===== src/rtl/ffcu_pkg.sv =====
// Shared types, constants and helper functions for the free-fly camera update block.
// No dependencies; imported by free_fly_camera_update, ffcu_mul and ffcu_cordic.
`default_nettype none

package ffcu_pkg;

  localparam int TURN        = 92160;
  localparam int HALF        = 46080;
  localparam int QUARTER     = 23040;
  localparam int PITCH_LIM   = 22784;
  localparam int COR_STEPS   = 20;
  localparam int COR_GAIN    = 652032874;
  localparam int WRAP_TOP    = 9;         // highest shift of the restoring wrap
  localparam int ZC_HI       = 46603;     // floor(2^21/45)
  localparam int ZC_LO       = 12676135;  // 17 * ceil(2^25/45)

  localparam logic [15:0]        SPEED_RST = 16'd640;
  localparam logic [15:0]        SENS_RST  = 16'd6554;
  localparam logic signed [31:0] POS_Z_RST = 32'sd196608;
  localparam logic signed [16:0] YAW_RST   = -17'sd23040;
  localparam logic signed [15:0] ONE_Q14   = 16'sd16384;

  typedef enum logic {
    REG_MOVE_SPEED,
    REG_LOOK_SENS
  } cfg_reg_t;

  typedef enum logic [3:0] {
    ST_IDLE,
    ST_MUL_A,
    ST_MUL_B,
    ST_POS,
    ST_WRAP_PRE,
    ST_WRAP,
    ST_COR_GO,
    ST_COR_WAIT,
    ST_OUT
  } state_t;

  typedef enum logic [4:0] {
    MOP_VEL,
    MOP_FX,
    MOP_FY,
    MOP_FZ,
    MOP_RX,
    MOP_RZ,
    MOP_UPV,
    MOP_DYAW,
    MOP_DPITCH,
    MOP_ZY1,
    MOP_ZY2,
    MOP_ZP1,
    MOP_ZP2,
    MOP_CYCP,
    MOP_SYCP,
    MOP_CYSP,
    MOP_SYSP
  } mop_t;

  typedef logic signed [32:0] mop_arg_t;
  typedef logic signed [65:0] mprod_t;

  typedef struct packed {
    logic              start;
    logic signed [31:0] z;      // angle, full turn = 2^32
  } cor_req_t;

  typedef struct packed {
    logic              busy;
    logic              done;
    logic signed [31:0] cos;    // Q2.30
    logic signed [31:0] sin;
  } cor_rsp_t;

  // atan(2^-i), full turn = 2^32
  function automatic logic [29:0] atan_lut(input logic [4:0] i);
    logic [29:0] r;
    case (i)
      5'd0:    r = 30'd536870912;
      5'd1:    r = 30'd316933406;
      5'd2:    r = 30'd167458907;
      5'd3:    r = 30'd85004756;
      5'd4:    r = 30'd42667331;
      5'd5:    r = 30'd21354465;
      5'd6:    r = 30'd10679838;
      5'd7:    r = 30'd5340245;
      5'd8:    r = 30'd2670163;
      5'd9:    r = 30'd1335087;
      5'd10:   r = 30'd667544;
      5'd11:   r = 30'd333772;
      5'd12:   r = 30'd166886;
      5'd13:   r = 30'd83443;
      5'd14:   r = 30'd41721;
      5'd15:   r = 30'd20861;
      5'd16:   r = 30'd10430;
      5'd17:   r = 30'd5215;
      5'd18:   r = 30'd2608;
      5'd19:   r = 30'd1304;
      default: r = 30'd0;
    endcase
    return r;
  endfunction

  // Q2.30 to Q1.14, round half up, clamp to +-1.0
  function automatic logic signed [15:0] to_q14(input logic signed [33:0] v);
    logic signed [33:0] r;
    r = (v + 34'sd32768) >>> 16;
    if (r > 34'sd16384) begin
      return ONE_Q14;
    end else if (r < -34'sd16384) begin
      return -ONE_Q14;
    end else begin
      return r[15:0];
    end
  endfunction

endpackage

`default_nettype wire


===== src/rtl/ffcu_mul.sv =====
// Shared signed 33x33 multiplier with registered product.
// Depends on ffcu_pkg.
`default_nettype none

module ffcu_mul (
  input  wire              clk,
  input  ffcu_pkg::mop_arg_t a,
  input  ffcu_pkg::mop_arg_t b,
  output ffcu_pkg::mprod_t   p
);
  import ffcu_pkg::*;

  always_ff @(posedge clk) begin
    p <= a * b;
  end

endmodule

`default_nettype wire


===== config.mk =====
export PLATFORM = sky130hd
export DESIGN_NAME = ffcu_mul
export DESIGN_NICKNAME = d
export VERILOG_FILES = /design/src/rtl/ffcu_pkg.sv /design/src/rtl/ffcu_mul.sv
export SDC_FILE = /design/constraint.sdc
export NUM_CORES = 2
export LEC_CHECK = 0
export BUFFER_PORTS_ARGS = -buffer_cell sky130_fd_sc_hd__clkbuf_2
export CORE_UTILIZATION = 67
export DETAILED_ROUTE_END_ITERATION = 6
export GPL_TIMING_DRIVEN = 0
export PLACE_DENSITY = 0.88
export RECOVER_POWER = 100
export SLEW_MARGIN = 40
export SYNTH_ARGS = -nofsm -noshare
export SYNTH_HDL_FRONTEND = slang
export SYNTH_SLANG_ARGS = --single-unit

===== constraint.sdc =====
create_clock -name clk -period 10.28 [get_ports clk]
set_clock_uncertainty 0.15 [all_clocks]
set_input_delay 2.056 -clock clk [delete_from_list [all_inputs] [get_ports clk]]
set_output_delay 2.056 -clock clk [all_outputs]
set_load 0.005 [all_outputs]

==> results.md <==
- Status: finished, final reports clean
- Fin. max-slew vios: 0
- Final HPWL DP: 126,000 um
- Maxcap violations: 0
- Max transition margin: 38.3%
- I/O pin count: 133
- Largest net degree at the start of global routing: 27
- Synth area leader: fa_1
- Top post-synthesis cells by area: fa_1 56%, inv_1 10%, and2_1 8.6%, ha_1 6.7%, nand2_1 5.1%
- Yosys warning count: 0
- Most frequent cells in the layout: 1,142 x fa_1, 1,129 x inv_1, 558 x and2_1
- # fillers: 4,559
- Post-Syn Instances: 4,338
- H-tree depth: 3
- Area fraction of the dominant cell type after synthesis: 56.3%
- Gr ovfl total: 0
- Clock Tree Root: clkbuf_16
- Initial antenna violation count: 4
- Share of the cycle needed by the critical path after routing: 99.8%
- Hold bufs inserted after CTS: 0
- CP required: 10,380 ps
- Buffers on Ports: 132
- Layout cells sized above 1: 5.51%
- Syn Nets: 5,767
- GPL Wtd Cong: 1.11
- Met1 WL: 47,600 um
- Row Count: 90
- CTS Buf Count: 9
- Crit. End Element: flip-flop
- WL/cell: 27.3 um
- Largest registers: p (66)
- # DRC: 0
- Synth Cell Area: 40,700 um2
- CP startpoint kind: input port
- Ys async rst share: 0%
- 1st-iter DRT viols: 3,125
- Synth-to-layout area growth: 5.08%
- Flip-flop count of the largest register after layout: 66
- Top routing layer used: met4
- Vias in the first global route: 33,900
- Total Neg Setup Slack: 0 ps
- Top_reg_cell synth: dfxtp_1
- Die X-Extent: 249 um
- WL met3: 20,300 um
- Largest Register: p
- Vias post-DR: 31,700
- Crit path kind: input port to flip-flop
- Worst-margin pin slew: 926 ps
- Max FO, Critical Path: 10
- WL final: 144,000 um
- Routed wl met2: 61,900 um
- Effective utilization at floorplan: 67.6%
- Commonest non-fill, non-tap cell in the layout: fa_1
- Synthesis-stage register bit count: 66
- Seq/Total Area, Yosys: 3.24%
- Clk slew on worst S/H paths: 70 ps
- FMAX: 0.0975 GHz
- Count of different cell masters after synthesis: 80
- Gr usage total: 49.1%
- CTS Buffer Depth: 2
- Clock sinks: 66
- Die area: 61,800 um2
- CTS tree: built
- First-pass GRT wire length: 215,000 um
- Fin nets: 5,910
- DRT Pass-1 Iters: 6
- Via density: 6.00
- Tmin final: 10,260 ps
- Final setup violation count: 0
- HP Class: input port to flip-flop
- Die height: 249 um
- Core box area: 60,200 um2
- Hold Violations, Final: 0
- EDFF count, synth: 0
- Avg Inst Size Synth: 9.39 um2
- Final ANT Viol Nets: 0
- Arrival time worst endpoint: 10,350 ps
synthesized netlist by cell type (all sizes together) (3+ instances only):
| master | instances |
|---|---|
| fa | 1145 |
| inv | 1131 |
| and2 | 563 |
| nand2 | 551 |
| ha | 217 |
| clkbuf | 208 |
| nor2 | 68 |
| dfxtp | 66 |
| a21oi | 61 |
| xnor2 | 43 |
| a21o | 38 |
| o21ai | 33 |
| nand3 | 26 |
| xor2 | 25 |
| buf | 13 |
| nand2b | 12 |
| nand4 | 12 |
| a211oi | 11 |
| o21bai | 11 |
| a31oi | 9 |
| nor3 | 7 |
| o31ai | 7 |
| a211o | 6 |
| and3 | 6 |
| o21a | 6 |
| and4 | 5 |
| nor2b | 5 |
| o211ai | 5 |
| a21boi | 3 |
| a221oi | 3 |
| nor4 | 3 |
| or2 | 3 |
| or3 | 3 |
metal layers:
metal | vias to the layer above | track usage (%)
met5 | - | 0.463
met4 | 0 | 38.6
met3 | 679 | 17.4
met2 | 2197 | 72.3
met1 | 16100 | 59.1
li1 | 12700 | -
metrics by stage:
stage / hold slack [ps] / cells / util (%) / worst slack [ps] / instance area [um2]
2_1_floorplan: 2030 / 4338 / - / 838 / 40700
3_3_place_gp: 2280 / 5252 / 70.3 / -1010 / 42400
3_5_place_dp: 2280 / 5252 / 70.4 / -649 / 42400
4_1_cts: 2050 / 5264 / 70.9 / 0.873 / 42700
5_1_grt: 2120 / 5268 / 71.0 / -4.37 / 42800
6_report: 2110 / 5274 / 71.0 / 21.9 / 42800
kinds of logic (layout without fill, tap and decap cells):
group / Yosys count / after routing / synth area share [%]
other: 0 / 6 / 0
flip-flops: 66 / 66 / 3.24
XOR/XNOR: 68 / 68 / 1.46
buffers and inverters: 1352 / 1500 / 12.5
AO/OA/AOI/OAI: 219 / 219 / 4.07
adder cells (fa/ha/maj): 1362 / 1362 / 62.9
AND/OR/NAND/NOR: 1271 / 1271 / 15.8
layout make-up:
class	instances	area [um2]	share of cell area [%]
Multi-Input combinational cell	2920	34300	80.2
Inverter	1131	4250	9.94
Sequential cell	66	1320	3.09
Tap cell	782	978	2.29
Buffer	217	922	2.15
Timing Repair Buffer	136	659	1.54
Clock buffer	9	225	0.526
Clock inverter	7	118	0.275
Antenna cell	6	15.0	0.0351
path summary, 6_finish.rpt:
| path | startpoint | to | slack [ps] | cells past startpoint |
|---|---|---|---|---|
| worst max-delay path | a[19] | p[58] | 20 | 24 |
| worst min-delay path | a[1] | p[1] | 2110 | 3 |
worst max-delay path: stages:
cell      delay, ps
clkbuf_2        170
clkbuf_1        670
and2_1          240
fa_1            450
fa_1            560
inv_1           110
fa_1            540
inv_1            50
fa_1            480
fa_1            770
fa_1            500
fa_1            500
inv_1            50
fa_1            470
inv_1            40
ha_1            330
a21oi_1         430
o21ai_0         270
a22oi_1         450
nor2_1          140
a211oi_4        500
a21oi_2         190
nor4b_2         290
a311oi_1         80
repair_timing:
item                       in CTS  in global routing
gates resized for setup         7                118
hold endpoints to repair        0                  0
buffers inserted                0                  4
setup endpoints to repair      11                 16
gates cloned                    0                  0
pin swaps                       0                  1
Power is left out: the tool's default activity adds up to more than one toggle a clock period on the data nets, which glitch-free logic cannot reach.
