<file path="src/rtl/ffcu_pkg.sv">
// Shared types, constants and helper functions for the free-fly camera update block.
// No dependencies; imported by free_fly_camera_update, ffcu_mul and ffcu_cordic.
`default_nettype none

package ffcu_pkg;

  localparam int TURN        = 92160;
  localparam int HALF        = 46080;
  localparam int QUARTER     = 23040;
  localparam int PITCH_LIM   = 22784;
  localparam int COR_STEPS   = 20;
  localparam int COR_GAIN    = 652032874;
  localparam int WRAP_TOP    = 9;         // highest shift of the restoring wrap
  localparam int ZC_HI       = 46603;     // floor(2^21/45)
  localparam int ZC_LO       = 12676135;  // 17 * ceil(2^25/45)

  localparam logic [15:0]        SPEED_RST = 16'd640;
  localparam logic [15:0]        SENS_RST  = 16'd6554;
  localparam logic signed [31:0] POS_Z_RST = 32'sd196608;
  localparam logic signed [16:0] YAW_RST   = -17'sd23040;
  localparam logic signed [15:0] ONE_Q14   = 16'sd16384;

  typedef enum logic {
    REG_MOVE_SPEED,
    REG_LOOK_SENS
  } cfg_reg_t;

  typedef enum logic [3:0] {
    ST_IDLE,
    ST_MUL_A,
    ST_MUL_B,
    ST_POS,
    ST_WRAP_PRE,
    ST_WRAP,
    ST_COR_GO,
    ST_COR_WAIT,
    ST_OUT
  } state_t;

  typedef enum logic [4:0] {
    MOP_VEL,
    MOP_FX,
    MOP_FY,
    MOP_FZ,
    MOP_RX,
    MOP_RZ,
    MOP_UPV,
    MOP_DYAW,
    MOP_DPITCH,
    MOP_ZY1,
    MOP_ZY2,
    MOP_ZP1,
    MOP_ZP2,
    MOP_CYCP,
    MOP_SYCP,
    MOP_CYSP,
    MOP_SYSP
  } mop_t;

  typedef logic signed [32:0] mop_arg_t;
  typedef logic signed [65:0] mprod_t;

  typedef struct packed {
    logic              start;
    logic signed [31:0] z;      // angle, full turn = 2^32
  } cor_req_t;

  typedef struct packed {
    logic              busy;
    logic              done;
    logic signed [31:0] cos;    // Q2.30
    logic signed [31:0] sin;
  } cor_rsp_t;

  // atan(2^-i), full turn = 2^32
  function automatic logic [29:0] atan_lut(input logic [4:0] i);
    logic [29:0] r;
    case (i)
      5'd0:    r = 30'd536870912;
      5'd1:    r = 30'd316933406;
      5'd2:    r = 30'd167458907;
      5'd3:    r = 30'd85004756;
      5'd4:    r = 30'd42667331;
      5'd5:    r = 30'd21354465;
      5'd6:    r = 30'd10679838;
      5'd7:    r = 30'd5340245;
      5'd8:    r = 30'd2670163;
      5'd9:    r = 30'd1335087;
      5'd10:   r = 30'd667544;
      5'd11:   r = 30'd333772;
      5'd12:   r = 30'd166886;
      5'd13:   r = 30'd83443;
      5'd14:   r = 30'd41721;
      5'd15:   r = 30'd20861;
      5'd16:   r = 30'd10430;
      5'd17:   r = 30'd5215;
      5'd18:   r = 30'd2608;
      5'd19:   r = 30'd1304;
      default: r = 30'd0;
    endcase
    return r;
  endfunction

  // Q2.30 to Q1.14, round half up, clamp to +-1.0
  function automatic logic signed [15:0] to_q14(input logic signed [33:0] v);
    logic signed [33:0] r;
    r = (v + 34'sd32768) >>> 16;
    if (r > 34'sd16384) begin
      return ONE_Q14;
    end else if (r < -34'sd16384) begin
      return -ONE_Q14;
    end else begin
      return r[15:0];
    end
  endfunction

endpackage

`default_nettype wire

</file>
<file path="src/rtl/ffcu_cordic.sv">
// Iterative rotation-mode CORDIC, one micro-rotation per cycle, Q2.30 cos/sin out.
// Depends on ffcu_pkg (atan table, gain, request/response structs).
`default_nettype none

module ffcu_cordic (
  input  wire                clk,
  input  wire                rst,
  input  ffcu_pkg::cor_req_t req,
  output ffcu_pkg::cor_rsp_t rsp
);
  import ffcu_pkg::*;

  logic signed [32:0] x;
  logic signed [32:0] y;
  logic signed [33:0] z;
  logic [4:0]         i;
  logic               busy;
  logic               done;

  logic signed [32:0] xs;
  logic signed [32:0] ys;
  logic signed [33:0] at;

  assign xs = x >>> i;
  assign ys = y >>> i;
  assign at = $signed({4'b0, atan_lut(i)});

  always_ff @(posedge clk) begin
    if (rst) begin
      busy <= 1'b0;
      done <= 1'b0;
    end else begin
      done <= 1'b0;
      if (req.start) begin
        busy <= 1'b1;
      end else if (busy && i == 5'(COR_STEPS - 1)) begin
        busy <= 1'b0;
        done <= 1'b1;
      end
    end
  end

  always_ff @(posedge clk) begin
    if (req.start) begin
      x <= 33'sd652032874;
      y <= '0;
      z <= 34'(req.z);
      i <= '0;
    end else if (busy) begin
      if (z >= 0) begin
        x <= x - ys;
        y <= y + xs;
        z <= z - at;
      end else begin
        x <= x + ys;
        y <= y - xs;
        z <= z + at;
      end
      i <= i + 5'd1;
    end
  end

  assign rsp.busy = busy;
  assign rsp.done = done;
  assign rsp.cos  = x[31:0];
  assign rsp.sin  = y[31:0];

endmodule

`default_nettype wire
</file>
<file path="config.mk">
export PLATFORM = sky130hd
export DESIGN_NAME = ffcu_cordic
export DESIGN_NICKNAME = d
export VERILOG_FILES = /design/src/rtl/ffcu_pkg.sv /design/src/rtl/ffcu_cordic.sv
export SDC_FILE = /design/constraint.sdc
export NUM_CORES = 1
export LEC_CHECK = 0
export ABC_CLOCK_PERIOD_IN_PS = 10850
export BUFFER_PORTS_ARGS = -buffer_cell sky130_fd_sc_hd__clkbuf_2
export CAP_MARGIN = 40
export CORE_MARGIN = 2
export CORE_UTILIZATION = 40
export CTS_CLUSTER_DIAMETER = 50
export DETAILED_ROUTE_END_ITERATION = 8
export HOLD_SLACK_MARGIN = 0.03
export SLEW_MARGIN = 15
export SYNTH_ARGS = -nofsm -noshare
export SYNTH_HDL_FRONTEND = slang
export SYNTH_SLANG_ARGS = --single-unit
</file>
<file path="constraint.sdc">
create_clock -name clk -period 10.85 [get_ports clk]
set_input_delay 1.085 -clock clk [delete_from_list [all_inputs] [get_ports clk]]
set_output_delay 1.085 -clock clk [all_outputs]
set_load 0.02 [all_outputs]
</file>
==> results of run 1 <==
==> per-stage QoR <==
step           cells  area (um2)  hold WS, ns   util  worst slack, ns
2_1_floorplan   2145       17300        0.485      -             4.44
5_1_grt         2690       18300        0.584  0.427             2.77
6_report        2691       18300        0.538  0.427             3.31
4_1_cts         2689       18300        0.539  0.426             3.10
3_3_place_gp    2654       17600        0.504  0.411             3.32
3_5_place_dp    2657       17700        0.529  0.413             3.13
==> registers in the layout, summed over array words and instances, names as in the netlist <==
name / count
z: 34
x: 33
done: 1
busy: 1
i: 5
y: 33
at: 30
==> worst max-delay path by stage <==
stage | from | end | slack, ns | depth (start not counted)
4_1_cts | i[1] | y[32] | 3.10 | 22
5_1_grt | i[0] | y[32] | 2.77 | 22
3_5_place_dp | i[1] | y[32] | 3.13 | 22
6_report | i[0] | y[32] | 3.31 | 22
3_3_place_gp | i[1] | y[32] | 3.32 | 22
2_1_floorplan | i[1] | y[32] | 4.44 | 31
==> power groups by stage <==
stage	Clock, mW	Combinational (mW)	Sequential (mW)
floorplan	0	3.71	0.873
global placement	0	4.46	1.06
detailed placement	0	4.50	1.06
CTS	0.615	4.53	1.05
global route	0.629	5.08	1.08
finish	0.594	4.56	1.06
==> cells by family after synthesis <==
kind of cell | after synthesis
adders and majority gates | 112
DFF | 137
and+or+nand+nor | 669
xor gates and xnor gates | 144
muxes | 196
AOI/OAI and AO/OA | 631
buffers and inverters | 256
==> worst reg2reg max path, delay by kind of cell (launching register included) <==
family	cells	cell delay (ns)
AO/OA/AOI/OAI	5	1.33
XOR/XNOR	1	0.17
adder cells (fa/ha/maj)	1	0.30
buffers and inverters	1	0.60
flip-flops	1	0.83
multiplexers	4	1.69
AND/OR/NAND/NOR	10	2.52
==> area by class of cell <==
type | count | area (um2)
Antenna cell | 1 | 2.50
Clock buffer | 17 | 425
Clock inverter | 15 | 149
Fill cell | 4363 | 24600
Inverter | 59 | 221
Multi-Input combinational cell | 1752 | 12900
Sequential cell | 137 | 3100
Tap cell | 585 | 732
Timing Repair Buffer | 125 | 748
==> layer usage <==
| metal | part of all wire | vias to the layer above | global-route usage | wire length, um |
|---|---|---|---|---|
| met3 | 0.063 | 155 | 0.0436 | 3640 |
| li1 | - | 7824 | - | - |
| met5 | 0.00021 | - | 0 | 12 |
| met2 | 0.48 | 690 | 0.438 | 27600 |
| met1 | 0.41 | 7986 | 0.315 | 23900 |
| met4 | 0.044 | 2 | 0.125 | 2520 |
==> placed cells by master (no fill, tap or decap), types with 24 or more instances in the layout <==
cell and n:
a21o_1 44, nand2_1 227, nor3_1 25, mux4_2 81, o21ai_0 157, mux2_2 40, nand2b_1 28, o21a_1 30
a211oi_1 24, edfxtp_1 34, nor2_1 186, or3_1 28, nand3_1 40, ha_1 109, clkbuf_2 99, xnor2_1 78
xor2_1 66, o31ai_1 30, mux2i_1 74, dfxtp_1 97, inv_1 54, a21oi_1 152
==> results.toml, run 1 <==
[die]
core_area_mm2 = 0.0429
die_h_um = 212
dieArea_mm2 = 0.0450
num_io_pins = 101
die_x_um = 212
start_util = 0.404
fp-row-count = 76

[layout]
area_growth_pct = 5.73
drive_above_1_share = 0.151
num-nets-final = 2239

[worst_setup_path]
cp-end-kind = "flop"
crit_buf_inv = 1
crit_fanout = 48
crit_slowest_cell = "dfxtp_4"
start_kind = "flop"
ff2ff_setup_slack_ns = 3.31
rr_endpoint = "y[32]"
crit_chain = "buf_4, mux4_2, mux2_2, mux4_2, nand4bb_1, or3b_1, or4_4, or2_1, or3_1, nand2_1, xor2_1, ha_1, and3_1, and4_1, a221oi_1, o21ai_0, a31oi_1, o21bai_1, a31oi_1, nand4b_1, nand4_1, mux2_1"
reg2reg_from = "i[0]"
crit_type = "reg2reg"
path_delay_family = "simple AND/OR/NAND/NOR gates"
slowest_delay_ns = 0.83
critPathRequiredTime_ns = 11.23
arrival_ns = 7.92
rr_worst_depth = 22

[synth]
synth-main-ff-cell = "dfxtp_1"
ys_ff_latch = 137
synth_top_area_cell = "dfxtp_1"
synth-compound-area-share = 0.235
synthMuxAreaShare = 0.175
syn_nets = 2292
avgSynthCellArea_um2 = 8.07
synth-adder-area-share = 0.0822
synth.most_common_cell = "nand2_1"
synth.top_cells.by_area = "dfxtp_1, mux4_2, ha_1"
ys_warn_count = 0
synth.top_cells.by_count = "nand2_1, nor2_1, o21ai_0"
yosysTopAreaCellShare = 0.119
synth_top_family_by_area = "compound AO/OA/AOI/OAI gates"
synth_cell_types = 84
synth_cells = 2145
synthArstFlopShare = 0
synth_simple_gate_area_share = 0.182
yosysSeqAreaShare = 0.178
synth_xor_area_frac = 0.0728
syn-cell-area_mm2 = 0.0173
synth_enable_flop_cells = 34

[grt]
track_usage = 0.257
grt_pass1_wl_um = 89500
grt_max_degree = 69
grt_overflow_total = 0
grt_pass1_vias = 15675
antenna_found_initial = 2

[timing]
final.setup_skew_ns = 0.0213
hold_viol = 0
period_share = 0.695
max_freq_mhz = 133
rsz0062_at_grt = "no"
worst_pin_slew_ns = 0.827
finalSetupViolCount = 0
setup_tns_ns = 0
min_period_ns = 7.54
slew_headroom = 0.434
finalMaxSlewViolations = 0

[clocking]
ctsRootBufferMaster = "clkbuf_16"
postCtsSetupBuffers = 0
clk_latency_ns = 0.50
cts_tree = "yes"
ctsHtreeMaxLevel = 4
clk_pin_slew_ns = 0.07
numCtsBuffers = 17
clock-sinks = 137
cts_resized = 0
cts_buffer_depth = 2
hold_buffers = 0

[place]
io_buffers = 100
gp_congestion = 0.952
hpwlAfterDp_um = 42900

[power]
power_frac_seq = 0.171
swShare = 0.520
leakagePower_nw = 7.60
power_mw = 6.22
p_int_mw = 2.98
p_per_area_mw_per_mm2 = 340
power.switching_mw = 3.23
pwr-share-clk = 0.096
pwr-share-comb = 0.734
irDropWorstVdd_mv = 0.180

[detailed_routing]
drtAntennaViolNets = 0
drc = 0
wl_per_cell_um = 21.4
dr.pass1.iters = 6
num_vias = 16657
via_per_inst = 6.19
first_iter_violations = 1528
wl_um = 57600

[worst_hold_path]
worstHoldPathCells = 2
min_from = "x[0]"
hold_path.class = "reg2reg"
whs_endpoint = "x[0]"

[run]
cap_violations = 0

[run_status]
status = "completed"
Power figures use the tool's default switching activity.
==> run 2: changes to the inputs <==
ABC_AREA = 1   (was default)
ABC_CLOCK_PERIOD_IN_PS = 7800   (was 10850)
clock period = 7.8 ns   (was 10.85 ns; I/O delays follow)
==> results.toml, run 2 <==
[layout]
drive_above_1_share = 0.0877
largest_reg_flops = 34
final_cell_mix = "nand2_1, nand3_1, nor2_1"
num-nets-final = 2938
final_core_util = 0.426
area_growth_pct = 5.44
diodes = 0
fin_area_mm2 = 0.0178
mostFrequentLayoutCell = "nand2_1"
nFillCells = 4542
final_cells = 3343
top_register = "z"
reg_top3 = "z: 34 flops, x: 33 flops, y: 33 flops"

[place]
placed_area_mm2 = 0.0172
io_buffers = 100
place_ws_ns = 1.97
hpwlAfterDp_um = 48900
placedCellCount = 3309
gp_congestion = 0.953

[grt]
grt_overflow_total = 0
antenna_found_initial = 1
grt_pass1_vias = 17077
track_usage = 0.287
grt_max_degree = 70
grt_pass1_wl_um = 97600

[synth]
synth-adder-area-share = 0.0842
syn-cell-area_mm2 = 0.0169
synth_top_family_by_area = "simple AND/OR/NAND/NOR gates"
yosysSeqAreaShare = 0.182
synth_simple_gate_area_share = 0.395
synth-compound-area-share = 0.155
yosysTopAreaCellShare = 0.165
synthArstFlopShare = 0
synth_cell_types = 58
synth_top_area_cell = "nand2_1"
syn_nets = 2973
synth.top_cells.by_area = "nand2_1, dfxtp_1, nand3_1"
ys_warn_count = 0
synth.most_common_cell = "nand2_1"
synth.top_cells.by_count = "nand2_1, nand3_1, nor2_1"
synth_cells = 2826
avgSynthCellArea_um2 = 5.99
synth_xor_area_frac = 0.0606
synth_enable_flop_cells = 34
synthMuxAreaShare = 0
synth-main-ff-cell = "dfxtp_1"
ys_ff_latch = 137

[timing]
final.setup_skew_ns = 0.0144
rsz0062_at_grt = "no"
min_period_ns = 5.83
worst_pin_slew_ns = 0.830
setup_tns_ns = 0
hold_viol = 0
slew_headroom = 0.445
holdWs_ns = 0.508
period_share = 0.748
finalSetupViolCount = 0
finalMaxSlewViolations = 0
max_freq_mhz = 171
worst_slack_ns = 1.97

[detailed_routing]
first_iter_violations = 1751
dr.pass1.iters = 6
wl_um = 62700
num_vias = 18477
drc = 0
wl_per_cell_um = 18.8
drtAntennaViolNets = 0
via_per_inst = 5.53

[clocking]
cts_buffer_depth = 2
clk_latency_ns = 0.49
numCtsBuffers = 17
postCtsSetupBuffers = 0
hold_buffers = 0
ctsRootBufferMaster = "clkbuf_16"
cts_tree = "yes"
ctsHtreeMaxLevel = 4
clk_pin_slew_ns = 0.06
cts_resized = 0
clock-sinks = 137

[worst_setup_path]
crit_buf_inv = 6
ff2ff_setup_slack_ns = 1.97
path_delay_family = "simple AND/OR/NAND/NOR gates"
cp-end-kind = "flop"
crit_slowest_cell = "dfxtp_2"
crit_fanout = 64
crit_top_cell = "nor2_1"
start_kind = "flop"
arrival_ns = 6.25
crit_type = "reg2reg"
slowest_delay_ns = 0.78
critPathRequiredTime_ns = 8.22

[die]
fp-row-count = 75
num_io_pins = 101
dieArea_mm2 = 0.0440
die_h_um = 210
die_x_um = 210
core_area_mm2 = 0.0419
start_util = 0.404

[power]
irDropWorstVdd_mv = 0.208
leakagePower_nw = 9.04
power_mw = 7.17
p_per_area_mw_per_mm2 = 402

[run]
cap_violations = 0

[run_status]
status = "completed"

[worst_hold_path]
hold_path.class = "in2reg"
[run 2: routing by layer]
layer	part of all wire	GRT usage	up-vias
met4	0.027	0.0883	0
met3	0.059	0.0491	102
li1	-	-	9244
met5	0	0	-
met1	0.46	0.388	8535
met2	0.45	0.467	596
[run 2: where the power goes]
part / internal, mW / switching [mW]
Clock: 0.479 / 0.364
Sequential: 0.936 / 0.280
Combinational: 1.81 / 3.31
[run 2: cell families (layout without fill, tap and decap cells)]
kind of cell / count (synthesis) / in the layout
fa+ha+maj: 112 / 112
simple gates: 1546 / 1546
compound gates: 464 / 464
xor+xnor: 117 / 117
buf+inv: 450 / 428
flops: 137 / 137
[run 2: worst register-to-register path: cells and delay by family (launching register included)]
family                   cells  cell delay, ns
AO/OA/AOI/OAI                5            1.32
XOR/XNOR                     1            0.14
adder cells (fa/ha/maj)      2            0.60
buffers and inverters        6            0.83
flip-flops                   1            0.78
AND/OR/NAND/NOR             18            2.12
[run 2: final cells by class]
class	count	area [um2]	area share
Clock buffer	21	483	0.0271
Clock inverter	11	106	0.00596
Inverter	275	1040	0.0582
Multi-Input combinational cell	2239	11700	0.658
Sequential cell	137	3090	0.173
Tap cell	539	674	0.0378
Timing Repair Buffer	121	706	0.0396
[run 2: worst paths after layout]
kind | from | end | depth (start not counted)
hold reg to reg | x[1] | x[1] | 2
hold / removal | rst | done | 2
setup reg to reg | i[0] | y[32] | 32
setup / recovery | i[0] | y[32] | 32
==> run 3: changes to the inputs <==
ABC_AREA = 0   (was 1)
ABC_CLOCK_PERIOD_IN_PS = 5200   (was 7800)
clock period = 5.2 ns   (was 7.8 ns; I/O delays follow)
==> results.toml, run 3 (synthesis results as in run 1) <==
[power]
pwr-share-comb = 0.822
p_int_mw = 9.17
p_per_area_mw_per_mm2 = 740
leakagePower_nw = 10.4
irDropWorstVdd_mv = 0.377
pwr-share-clk = 0.074
power.switching_mw = 8.10
power_frac_seq = 0.104
swShare = 0.469

[worst_setup_path]
crit_path_start = "i[1]"
rr_endpoint = "y[32]"
crit_type = "reg2reg"
start_kind = "flop"
crit_fanout = 4
rr_worst_depth = 22
ff2ff_setup_slack_ns = -0.80
cp-end-kind = "flop"
endpoint = "y[32]"
arrival_ns = 6.39
critPathRequiredTime_ns = 5.60
reg2reg_from = "i[1]"

[timing]
holdWs_ns = 0.245
hold_viol = 0
finalMaxSlewViolations = 0
setup_tns_ns = -13.65
rsz0062_at_grt = "yes"
finalSetupViolCount = 33
min_period_ns = 6.00
worst_pin_slew_ns = 0.861
slew_headroom = 0.411
worst_slack_ns = -0.798
max_freq_mhz = 167
period_share = 1.15
final.setup_skew_ns = 0.0167

[layout]
seqCellArea_mm2 = 0.00310
multiInputGateArea_mm2 = 0.0136
nFillCells = 4063
final_cell_mix = "buf_4, nand2_1, nor2_1"
reg_top3 = "z: 34 flops, x: 33 flops, y: 33 flops"
drive_above_1_share = 0.360
diodes = 0
fin_area_mm2 = 0.0233
mostFrequentLayoutCell = "buf_4"
area_growth_pct = 34.7
largest_reg_flops = 34
top_register = "z"
num-nets-final = 2772

[grt]
gr-usage-met1 = 0.366
grt_pass1_vias = 18116
use_met2 = 0.515
grt_pass1_wl_um = 103000
grt_max_degree = 89
grt_overflow_total = 0
met3_usage = 0.0495
antenna_found_initial = 0
track_usage = 0.297
grt_busiest_layer = "met2"

[clocking]
clk_pin_slew_ns = 0.08
clk_latency_ns = 0.50
cts_buffer_depth = 2
numCtsBuffers = 17
clock-sinks = 137
ctsHtreeMaxLevel = 4
ctsRootBufferMaster = "clkbuf_16"
hold_buffers = 0
cts_tree = "yes"

[detailed_routing]
wl_um = 66900
dr.pass1.iters = 6
via_per_inst = 5.83
num_vias = 18784
wl_per_cell_um = 20.8
drc = 0
drtAntennaViolNets = 0
first_iter_violations = 1665

[place]
placed_area_mm2 = 0.0216
place_ws_ns = -1.12
hpwlAfterDp_um = 50800
io_buffers = 100
gp_congestion = 1.01

[run]
cap_violations = 0

[worst_hold_path]
hold_path.class = "in2reg"

[run_status]
violations = "negative setup slack"
status = "finished, violations left"

[die]
die_x_um = 212
core_area_mm2 = 0.0429
fp-row-count = 76
dieArea_mm2 = 0.0450
die_h_um = 212
num_io_pins = 101
start_util = 0.404
## run 3: worst max-delay path, cell delays in order (launching register included)
cell       delay, ns
dfxtp_4         0.37
buf_12          0.11
mux4_2          0.50
mux2_4          0.30
mux4_2          0.53
nand4bb_1       0.23
or3b_4          0.40
or4_4           0.45
or2_4           0.26
buf_4           0.14
o31ai_2         0.31
xor2_1          0.20
ha_1            0.27
and3_4          0.16
and4_4          0.17
a221oi_2        0.22
o21ai_1         0.12
a31oi_2         0.22
o21bai_2        0.13
a31oi_4         0.23
nand4b_1        0.14
nand4_1         0.13
mux2_4          0.31
## run 3: worst min path at each step
stage / from / to / cells past startpoint
floorplan: x[0] / x[0] / 2
global placement: y[0] / y[0] / 3
detailed placement: y[0] / y[0] / 3
CTS: rst / busy / 2
global route: rst / busy / 2
finish: rst / busy / 2
## run 3: area by class of cell
cell class	instances	area share
flip-flops and latches	137	0.133
clock buffers	19	0.0199
inverters	59	0.00949
repair buffers	658	0.217
multi-input cells	1752	0.584
well taps	585	0.0314
clock inverters	13	0.00504
## run 3: power by group through the flow
stage | Sequential [mW] | Clock [mW] | Combinational (mW)
3_5_place_dp | 1.81 | 0 | 13.0
2_1_floorplan | 1.82 | 0 | 8.02
5_1_grt | 1.83 | 1.34 | 15.4
4_1_cts | 1.80 | 1.30 | 13.5
6_report | 1.80 | 1.28 | 14.2
3_3_place_gp | 1.80 | 0 | 12.8
## run 3: timing repair
| item | in CTS | in global routing |
|---|---|---|
| gates resized for setup | 59 | 76 |
| cloned | 3 | 2 |
| setup buffers | 15 | 37 |
| pin swaps | 24 | 34 |
| hold endpoints to repair | 0 | 0 |
| setup endpoints to repair | 43 | 47 |
## run 3: through the flow
step,utilization,instances,power [mW]
floorplan,-,2145,9.84
CTS,0.527,3183,16.6
finish,0.544,3223,17.3
global placement,0.502,3131,14.6
detailed placement,0.503,3133,14.8
global route,0.544,3223,18.6
## run 3: metal layers
layer | wire, um | share of wire | up-vias
met2 | 32900 | 0.49 | 658
met3 | 3710 | 0.055 | 145
li1 | - | - | 8886
met1 | 27700 | 0.41 | 9095
met4 | 2590 | 0.039 | 0
met5 | 0 | 0 | -
